File: src/design/assert_macros.svh
// ----------------------------------------------------------------------------
// Assertion macros
// Shared concurrent assertion forms, clocked on clk and held off during reset.
// ----------------------------------------------------------------------------
`ifndef ASSERT_MACROS_SVH
`define ASSERT_MACROS_SVH

// A condition that must hold at every clock edge out of reset.
`define ASSERT_ALWAYS(label, cond, msg) \
  label: assert property (@(posedge clk) disable iff (!rst_n) (cond)) else $error(msg);

// A condition that, once seen, forces a consequence in the same cycle.
`define ASSERT_IMPLIES(label, ante, cons, msg) \
  label: assert property (@(posedge clk) disable iff (!rst_n) (ante) |-> (cons)) \
    else $error(msg);

`endif

File: src/design/kvtu_pkg.sv
// ----------------------------------------------------------------------------
// kvtu_pkg
// Types and constants shared by the key/value table upsert unit.
// ----------------------------------------------------------------------------
`timescale 1ns / 1ps
`default_nettype none

package kvtu_pkg;

  // Default number of table entries.
  localparam int CAPACITY = 64;

  localparam int KEY_W = 32;
  localparam int VAL_W = 32;

  // Request operation codes.
  typedef enum logic [1:0] {
    FUNC_INSERT = 2'd0,
    FUNC_GET    = 2'd1,
    FUNC_UPSERT = 2'd2,
    FUNC_CLEAR  = 2'd3
  } func_t;

  // A classified request as it travels from the front to the back.
  typedef struct packed {
    func_t              func;
    logic               scan;    // Needs a search for the oldest matching key.
    logic               append;  // Appends a pair when no entry matches.
    logic [KEY_W-1:0]   key;
    logic [VAL_W-1:0]   value;
  } cmd_t;

endpackage

`default_nettype wire

File: src/design/kvtu_front.sv
// ----------------------------------------------------------------------------
// kvtu_front
// Accepts request items, decodes them and queues them for the back end.
// ----------------------------------------------------------------------------
`timescale 1ns / 1ps
`default_nettype none

module kvtu_front (
  input  wire logic                          clk,
  input  wire logic                          rst_n,
  input  wire logic                          in_valid,
  output logic                               in_ready,
  input  wire logic [1:0]                    in_func,
  input  wire logic signed [kvtu_pkg::KEY_W-1:0] in_key,
  input  wire logic [kvtu_pkg::VAL_W-1:0]    in_value_in,
  output logic                               cmd_valid,
  input  wire logic                          cmd_ready,
  output kvtu_pkg::cmd_t                     cmd
);

  localparam int QDEPTH = 2;

  kvtu_pkg::cmd_t q_r [QDEPTH];
  logic           wr_ptr_r, wr_ptr_nxt;
  logic           rd_ptr_r, rd_ptr_nxt;
  logic [1:0]     fill_r, fill_nxt;
  kvtu_pkg::cmd_t dec;
  logic           push, pop;

  // Decode the operation into the flags the back end acts on.
  always_comb begin
    dec.func   = kvtu_pkg::func_t'(in_func);
    dec.scan   = 1'b0;
    dec.append = 1'b0;
    dec.key    = in_key;
    dec.value  = in_value_in;
    case (dec.func)
      kvtu_pkg::FUNC_INSERT: begin
        dec.append = 1'b1;
      end
      kvtu_pkg::FUNC_GET: begin
        dec.scan = 1'b1;
      end
      kvtu_pkg::FUNC_UPSERT: begin
        dec.scan   = 1'b1;
        dec.append = 1'b1;
      end
      default: begin
        dec.scan   = 1'b0;
        dec.append = 1'b0;
      end
    endcase
  end

  // Two-entry queue between the input channel and the back end.
  assign in_ready  = (fill_r != 2'(QDEPTH));
  assign cmd_valid = (fill_r != 2'd0);
  assign cmd       = q_r[rd_ptr_r];
  assign push      = in_valid && in_ready;
  assign pop       = cmd_valid && cmd_ready;

  always_comb begin
    wr_ptr_nxt = push ? ~wr_ptr_r : wr_ptr_r;
    rd_ptr_nxt = pop ? ~rd_ptr_r : rd_ptr_r;
    fill_nxt   = fill_r + 2'(push) - 2'(pop);
  end

  always_ff @(posedge clk) begin
    if (!rst_n) begin
      wr_ptr_r <= 1'b0;
      rd_ptr_r <= 1'b0;
      fill_r   <= 2'd0;
    end else begin
      wr_ptr_r <= wr_ptr_nxt;
      rd_ptr_r <= rd_ptr_nxt;
      fill_r   <= fill_nxt;
    end
  end

  // Queue payload needs no reset.
  always_ff @(posedge clk) begin
    if (push) begin
      q_r[wr_ptr_r] <= dec;
    end
  end

endmodule

`default_nettype wire

File: src/design/kvtu_back.sv
// ----------------------------------------------------------------------------
// kvtu_back
// Executes queued requests against the key and value memories.
// ----------------------------------------------------------------------------
`timescale 1ns / 1ps
`default_nettype none

module kvtu_back #(
  parameter int CAPACITY = kvtu_pkg::CAPACITY
) (
  input  wire logic                          clk,
  input  wire logic                          rst_n,
  input  wire logic                          cmd_valid,
  output logic                               cmd_ready,
  input  wire kvtu_pkg::cmd_t                cmd,
  output logic                               out_valid,
  input  wire logic                          out_ready,
  output logic                               out_found,
  output logic [kvtu_pkg::VAL_W-1:0]         out_value_out,
  output logic                               out_dropped,
  output logic [$clog2(CAPACITY+1)-1:0]      sts_count
);

  localparam int CW = $clog2(CAPACITY + 1);
  localparam int AW = (CAPACITY > 1) ? $clog2(CAPACITY) : 1;
  localparam logic [CW-1:0] CAP_CNT = CW'(CAPACITY);

  typedef enum logic [1:0] {
    ST_IDLE,
    ST_EXEC,
    ST_SCAN
  } state_t;

  // Entry storage: one write port, one registered read port.
  logic [kvtu_pkg::KEY_W-1:0] key_mem [CAPACITY];
  logic [kvtu_pkg::VAL_W-1:0] val_mem [CAPACITY];
  logic [kvtu_pkg::KEY_W-1:0] key_rd_r;
  logic [kvtu_pkg::VAL_W-1:0] val_rd_r;
  logic                       key_we, val_we;
  logic [AW-1:0]              wr_addr;

  state_t                     state_r, state_nxt;
  kvtu_pkg::cmd_t             cmd_r, cmd_nxt;
  logic [CW-1:0]              count_r, count_nxt;
  logic [CW-1:0]              rd_ptr_r, rd_ptr_nxt;
  logic                       chk_vld_r, chk_vld_nxt;
  logic [AW-1:0]              chk_idx_r, chk_idx_nxt;
  logic                       out_valid_r, out_valid_nxt;
  logic                       out_found_r, out_found_nxt;
  logic [kvtu_pkg::VAL_W-1:0] out_value_r, out_value_nxt;
  logic                       out_dropped_r, out_dropped_nxt;
  logic                       miss_go;
  logic                       table_full;

  assign out_valid     = out_valid_r;
  assign out_found     = out_found_r;
  assign out_value_out = out_value_r;
  assign out_dropped   = out_dropped_r;
  assign sts_count     = count_r;
  assign table_full    = (count_r == CAP_CNT);

  // Sequencer: take a request, search oldest-first if it scans, then write or clear and report.
  always_comb begin
    state_nxt       = state_r;
    cmd_nxt         = cmd_r;
    count_nxt       = count_r;
    rd_ptr_nxt      = rd_ptr_r;
    chk_vld_nxt     = chk_vld_r;
    chk_idx_nxt     = chk_idx_r;
    out_valid_nxt   = out_valid_r;
    out_found_nxt   = out_found_r;
    out_value_nxt   = out_value_r;
    out_dropped_nxt = out_dropped_r;
    key_we          = 1'b0;
    val_we          = 1'b0;
    wr_addr         = count_r[AW-1:0];
    cmd_ready       = 1'b0;
    miss_go         = 1'b0;

    if (out_valid_r && out_ready) begin
      out_valid_nxt = 1'b0;
    end

    case (state_r)
      ST_IDLE: begin
        // Only start once the result register is free, so a finish never stalls.
        cmd_ready = !out_valid_r;
        if (cmd_valid && !out_valid_r) begin
          cmd_nxt   = cmd;
          state_nxt = ST_EXEC;
        end
      end
      ST_EXEC: begin
        if (cmd_r.func == kvtu_pkg::FUNC_CLEAR) begin
          count_nxt       = '0;
          out_valid_nxt   = 1'b1;
          out_found_nxt   = 1'b0;
          out_value_nxt   = '0;
          out_dropped_nxt = 1'b0;
          state_nxt       = ST_IDLE;
        end else if (cmd_r.scan && (count_r != '0)) begin
          rd_ptr_nxt  = '0;
          chk_vld_nxt = 1'b0;
          state_nxt   = ST_SCAN;
        end else begin
          miss_go = 1'b1;
        end
      end
      ST_SCAN: begin
        if (chk_vld_r && (key_rd_r == cmd_r.key)) begin
          // Oldest match found; upsert overwrites its value.
          out_valid_nxt   = 1'b1;
          out_found_nxt   = 1'b1;
          out_value_nxt   = val_rd_r;
          out_dropped_nxt = 1'b0;
          if (cmd_r.func == kvtu_pkg::FUNC_UPSERT) begin
            val_we  = 1'b1;
            wr_addr = chk_idx_r;
          end
          state_nxt = ST_IDLE;
        end else if (rd_ptr_r != count_r) begin
          rd_ptr_nxt  = rd_ptr_r + CW'(1);
          chk_vld_nxt = 1'b1;
          chk_idx_nxt = rd_ptr_r[AW-1:0];
        end else begin
          miss_go = 1'b1;
        end
      end
      default: begin
        state_nxt = ST_IDLE;
      end
    endcase

    // No match: append when the operation calls for it and the table has room (else flag a drop); report a miss.
    if (miss_go) begin
      out_valid_nxt   = 1'b1;
      out_found_nxt   = 1'b0;
      out_value_nxt   = '0;
      out_dropped_nxt = 1'b0;
      if (cmd_r.append) begin
        if (table_full) begin
          out_dropped_nxt = 1'b1;
        end else begin
          key_we    = 1'b1;
          val_we    = 1'b1;
          count_nxt = count_r + CW'(1);
        end
      end
      state_nxt = ST_IDLE;
    end
  end

  always_ff @(posedge clk) begin
    if (!rst_n) begin
      state_r       <= ST_IDLE;
      count_r       <= '0;
      chk_vld_r     <= 1'b0;
      out_valid_r   <= 1'b0;
    end else begin
      state_r       <= state_nxt;
      count_r       <= count_nxt;
      chk_vld_r     <= chk_vld_nxt;
      out_valid_r   <= out_valid_nxt;
    end
    cmd_r         <= cmd_nxt;
    rd_ptr_r      <= rd_ptr_nxt;
    chk_idx_r     <= chk_idx_nxt;
    out_found_r   <= out_found_nxt;
    out_value_r   <= out_value_nxt;
    out_dropped_r <= out_dropped_nxt;
  end

  // Memory ports: the read address follows the scan pointer every cycle.
  always_ff @(posedge clk) begin
    if (key_we) begin
      key_mem[wr_addr] <= cmd_r.key;
    end
    if (val_we) begin
      val_mem[wr_addr] <= cmd_r.value;
    end
    key_rd_r <= key_mem[rd_ptr_r[AW-1:0]];
    val_rd_r <= val_mem[rd_ptr_r[AW-1:0]];
  end

endmodule

`default_nettype wire

File: src/design/key_value_table_upsert_unit.sv
// Key/value table upsert unit.
// Input channel (in_valid/in_ready) takes one request item: in_func selects
// insert, get, upsert or clear, with in_key and in_value_in as operands.
// Output channel (out_valid/out_ready) returns exactly one result item per
// request: out_found, out_value_out and out_dropped, in request order.
// Entries are kept oldest first; get and upsert act on the oldest match.
// Insert, clear, and get or upsert on an empty table finish without a search.
// A search reads the key memory through its single read port one entry per
// cycle, oldest first, and stops at the first match; the engine works on one
// request at a time.
// A two-entry request queue keeps accepting items while the engine works or
// while a result waits in the output register.
// When the receiver stalls, the result holds and the engine waits for it to
// be taken before starting the next request.
// Reset empties the table and the queue; no clearing pass is needed.
// ----------------------------------------------------------------------------
// key_value_table_upsert_unit
// Top level: request queue front end and table search/update back end.
// ----------------------------------------------------------------------------
`timescale 1ns / 1ps
`default_nettype none

`include "assert_macros.svh"

module key_value_table_upsert_unit #(
  parameter int CAPACITY = kvtu_pkg::CAPACITY
) (
  input  wire logic                              clk,
  input  wire logic                              rst_n,
  input  wire logic                              in_valid,
  output logic                                   in_ready,
  input  wire logic [1:0]                        in_func,
  input  wire logic signed [kvtu_pkg::KEY_W-1:0] in_key,
  input  wire logic [kvtu_pkg::VAL_W-1:0]        in_value_in,
  output logic                                   out_valid,
  input  wire logic                              out_ready,
  output logic                                   out_found,
  output logic [kvtu_pkg::VAL_W-1:0]             out_value_out,
  output logic                                   out_dropped
);

  localparam int CW = $clog2(CAPACITY + 1);

  logic           cmd_valid;
  logic           cmd_ready;
  kvtu_pkg::cmd_t cmd;
  logic [CW-1:0]  sts_count;

  // Request decode and queue.
  kvtu_front u_front (
    .clk         (clk),
    .rst_n       (rst_n),
    .in_valid    (in_valid),
    .in_ready    (in_ready),
    .in_func     (in_func),
    .in_key      (in_key),
    .in_value_in (in_value_in),
    .cmd_valid   (cmd_valid),
    .cmd_ready   (cmd_ready),
    .cmd         (cmd)
  );

  // Table storage, search and result register.
  kvtu_back #(
    .CAPACITY (CAPACITY)
  ) u_back (
    .clk           (clk),
    .rst_n         (rst_n),
    .cmd_valid     (cmd_valid),
    .cmd_ready     (cmd_ready),
    .cmd           (cmd),
    .out_valid     (out_valid),
    .out_ready     (out_ready),
    .out_found     (out_found),
    .out_value_out (out_value_out),
    .out_dropped   (out_dropped),
    .sts_count     (sts_count)
  );

  // Checks on the table and the result path.
  `ASSERT_ALWAYS(a_count_bound, sts_count <= CW'(CAPACITY), "entry count exceeds capacity")
  `ASSERT_IMPLIES(a_found_not_dropped, out_valid && out_found, !out_dropped, "found and dropped together")
  `ASSERT_IMPLIES(a_miss_zero, out_valid && !out_found, out_value_out == '0, "miss with nonzero value")
  `ASSERT_IMPLIES(a_pop_free, cmd_valid && cmd_ready, !out_valid, "request taken while result pending")

endmodule

`default_nettype wire
File: config.mk
export PLATFORM = sky130hd
export DESIGN_NAME = key_value_table_upsert_unit
export DESIGN_NICKNAME = d
export VERILOG_FILES = /design/src/design/kvtu_pkg.sv /design/src/design/kvtu_front.sv /design/src/design/kvtu_back.sv /design/src/design/key_value_table_upsert_unit.sv
export VERILOG_INCLUDE_DIRS = /design/src /design/src/design
export SDC_FILE = /design/constraint.sdc
export NUM_CORES = 2
export LEC_CHECK = 0
export ABC_AREA = 1
export BUFFER_PORTS_ARGS = -buffer_cell sky130_fd_sc_hd__buf_4
export CAP_MARGIN = 20
export CORE_UTILIZATION = 50
export CTS_BUF_LIST = sky130_fd_sc_hd__clkbuf_8
export CTS_CLUSTER_DIAMETER = 150
export DETAILED_ROUTE_END_ITERATION = 10
export HOLD_SLACK_MARGIN = 0.1
export PLACE_DENSITY = 0.65
export SYNTH_ARGS = -nofsm -noshare
export SYNTH_HDL_FRONTEND = slang
export SYNTH_MEMORY_MAX_BITS = 65536
export SYNTH_SLANG_ARGS = --single-unit
File: constraint.sdc
create_clock -name clk -period 10.4 [get_ports clk]
set_input_delay 2.08 -clock clk [delete_from_list [all_inputs] [get_ports clk]]
set_output_delay 2.08 -clock clk [all_outputs]
set_load 0.005 [all_outputs]
==> impl_metrics.tcl <==
set metrics [dict create \
    fin_nets 12800 \
    leakagePower_nw 60.9 \
    area_delta_synth_final_pct 11.1 \
    fin_crit_sh 0.498 \
    yosysSeqAreaShare 0.773 \
    fin_worst_skew_ps 76.3 \
    hold_ws_ps 419 \
    portBuffers 105 \
    io_pins 106 \
    core_area_mm2 0.340 \
    dpl.hpwl_mm 282 \
    rows 214 \
    regToRegSetupSlack_ps 5220 \
    syn_area_mm2 0.171 \
    period_needed_ps 5180 \
    min_from "u_back.cmd_r[2]" \
    r2r-start "u_back.rd_ptr_r[0]" \
    grt_pass1_vias 104000 \
    num_vias 112000 \
    cts_resized 0 \
    top_layer "met5" \
    ant_nets 0 \
    ctsHoldBuffers 0 \
    cts.sinks 4426 \
    drt-pass1-iter-count 7 \
    grt_max_degree 215 \
    dieArea_mm2 0.344 \
    ys_types 38 \
    ys_warn_count 0 \
    antenna_found_initial 38 \
    end_kind "flip-flop" \
    drt_iter0_drc 18100 \
    seqCellArea_mm2 0.132 \
    die_height_um 586 \
    slew_headroom 0.186 \
    yosys.area.top_type_share 0.759 \
    numCtsBuffers 681 \
    drt-total-wl_mm 511 \
    peakVddDrop_mv 0.467 \
    cp-start-kind "flip-flop" \
    cts_max_path_buffers 4 \
    crit_path_start "u_back.rd_ptr_r[0]" \
    drc 0 \
    rsz0062_at_grt "false" \
    yosys-top-cells-area "edfxtp_1 76%, o21ai_0 6.1%, nor2_1 4.9%, o22ai_1 2.3%, nand2_1 2.1%" \
    cp_max_fo 186 \
    synth_seq_cells 4426 \
    clock_latency_ps 1230 \
    met2_length_mm 225 \
    clk_pin_slew_ps 70 \
    netlist_instances 12600 \
    status "finished, final reports clean" \
    gr-total-overflow 0 \
    grt_pass1_wl_mm 722 \
    criticalPathCategory "flip-flop to flip-flop" \
    final_hold_viol_count 0 \
    grt_usage 0.290 \
    syn_nets 12700 \
    tightestPinTransition_ps 1220 \
    max_cap_viol_count 0 \
    met3_length_mm 66.0 \
    power_mw 51.7 \
    post_drt_wl_per_cell_um 28.7 \
    crit_arrival_ps 6290 \
    synth_top_cell_by_area "edfxtp_1" \
    viasPerCell 6.26 \
    min_path_type "flip-flop to flip-flop" \
    fp.dieW_um 586 \
    fillers 27000 \
    layout-drive-gt1-share 0.104 \
    fin_util 0.558 \
    cts_tree "yes" \
    start_util 0.502 \
    cts-root-buf "clkbuf_8" \
    power_density_mw_per_mm2 273 \
    h-tree-depth 6 \
    finalMaxSlewViolations 0 \
    postCtsSetupBuffers 0 \
    wl_met1_mm 195 \
    max_freq_ghz 0.193 \
    crit_required_ps 11520 \
    setup_viol 0 \
    tns_ps 0 \
    multi_input_area_mm2 0.0358 \
    gp_congestion 0.891 \
    synth_area_per_cell_um2 13.6 \
]
[layout by cell type (no fill, tap or decap), types with 7 or more instances in the layout]
cell type / instances
nand2_1: 951
o21ai_0: 2067
edfxtp_1: 4314
a21oi_1: 145
clkinv_2: 58
buf_16: 7
o21ai_1: 9
o211ai_1: 104
buf_4: 331
xnor2_1: 9
nand3_1: 495
xor2_1: 7
clkinv_1: 150
ha_1: 10
nor2_1: 2098
clkinv_8: 11
inv_8: 12
nor2_2: 8
inv_6: 14
diode_2: 12
a31oi_1: 15
o221ai_1: 405
nor2_4: 143
buf_12: 43
bufinv_16: 9
nand4_1: 47
o211a_1: 7
clkinvlp_4: 12
inv_1: 313
dfxtp_1: 111
o22ai_1: 621
clkbuf_8: 704
[cell families after synthesis]
family	Yosys count	synth area share
DFF	4426	0.773
xor gates and xnor gates	16	0.000821
and+or+nand+nor	3756	0.0877
AOI/OAI and AO/OA	3382	0.115
adders and majority gates	10	0.000733
buffers and inverters	986	0.0235
[through the flow]
step / worst slack [ps] / cell area [um^2] / std cells
final: 5220 / 189000 / 17800
after global routing: 5090 / 189000 / 17800
after CTS: 5370 / 189000 / 17800
after detailed placement: 5400 / 177000 / 16600
after global placement: 5380 / 177000 / 16600
after floorplan: 4880 / 171000 / 12600
[final timing paths]
path / endpoint / depth (start not counted)
worst max-delay path: u_back.key_rd_r[21] / 10
worst min register to register: u_back.val_mem[16][2] / 0
worst min-delay path: u_back.val_mem[16][2] / 0
worst max register to register: u_back.key_rd_r[21] / 10
[flip-flops by register name, indices dropped and copies added, names as in the netlist]
signal and flops:
u_back.chk_idx_r 6, u_back.chk_vld_r 1, u_back.cmd_r 68, u_back.key_mem 2048
u_back.key_rd_r 32, u_back.out_dropped 1, u_back.out_found 1, u_back.out_valid 1
u_back.out_value_out 32, u_back.rd_ptr_r 7, u_back.state_r 2, u_back.sts_count 7
u_back.val_mem 2048, u_back.val_rd_r 32, u_front.fill_r 2, u_front.q_r 136
u_front.rd_ptr_r 1, u_front.wr_ptr_r 1
[Yosys cell counts (all sizes together)]
cell       n
or2        4
o21ai   2076
o22ai    621
inv       82
a221oi     1
a21boi     1
xor2       7
a211oi     1
buf      223
nand2    954
o211a      7
nand4     47
xnor2      9
o211ai   104
nand3    497
clkbuf   675
clkinv     6
a22o       5
a31oi     15
nor3       2
o221ai   405
nor2    2249
ha        10
o31ai      1
nand3b     2
dfxtp    112
edfxtp  4314
and3b      1
a21oi    145
[area by class of cell]
class	count	area share
Antenna cell	12	0.000158
Clock buffer	704	0.0511
Clock inverter	506	0.0137
Inverter	88	0.00199
Multi-Input combinational cell	7164	0.189
Sequential cell	4426	0.695
Tap cell	4536	0.0300
Timing Repair Buffer	381	0.0187
[per-layer routing]
| layer | GRT usage | vias to the layer above |
|---|---|---|
| met2 | 0.425 | 7205 |
| met4 | 0.135 | 8 |
| met3 | 0.0679 | 1029 |
| li1 | - | 47600 |
| met1 | 0.411 | 55700 |
| met5 | 0 | - |
[worst max-delay path, cell delays in order, from the launching register on]
cell and delay (ps):
edfxtp_1 450, buf_4 670, buf_4 870, buf_12 580
buf_12 550, o21ai_0 200, o221ai_1 250, o211ai_1 310
nand3_1 190, o21ai_1 160, a21oi_1 180
[where the power goes]
part	internal, mW	switching (mW)
clock network	6.53	6.75
logic	3.33	12.4
registers	22.2	0.461
No activity file was read; power rests on OpenSTA's default activity.
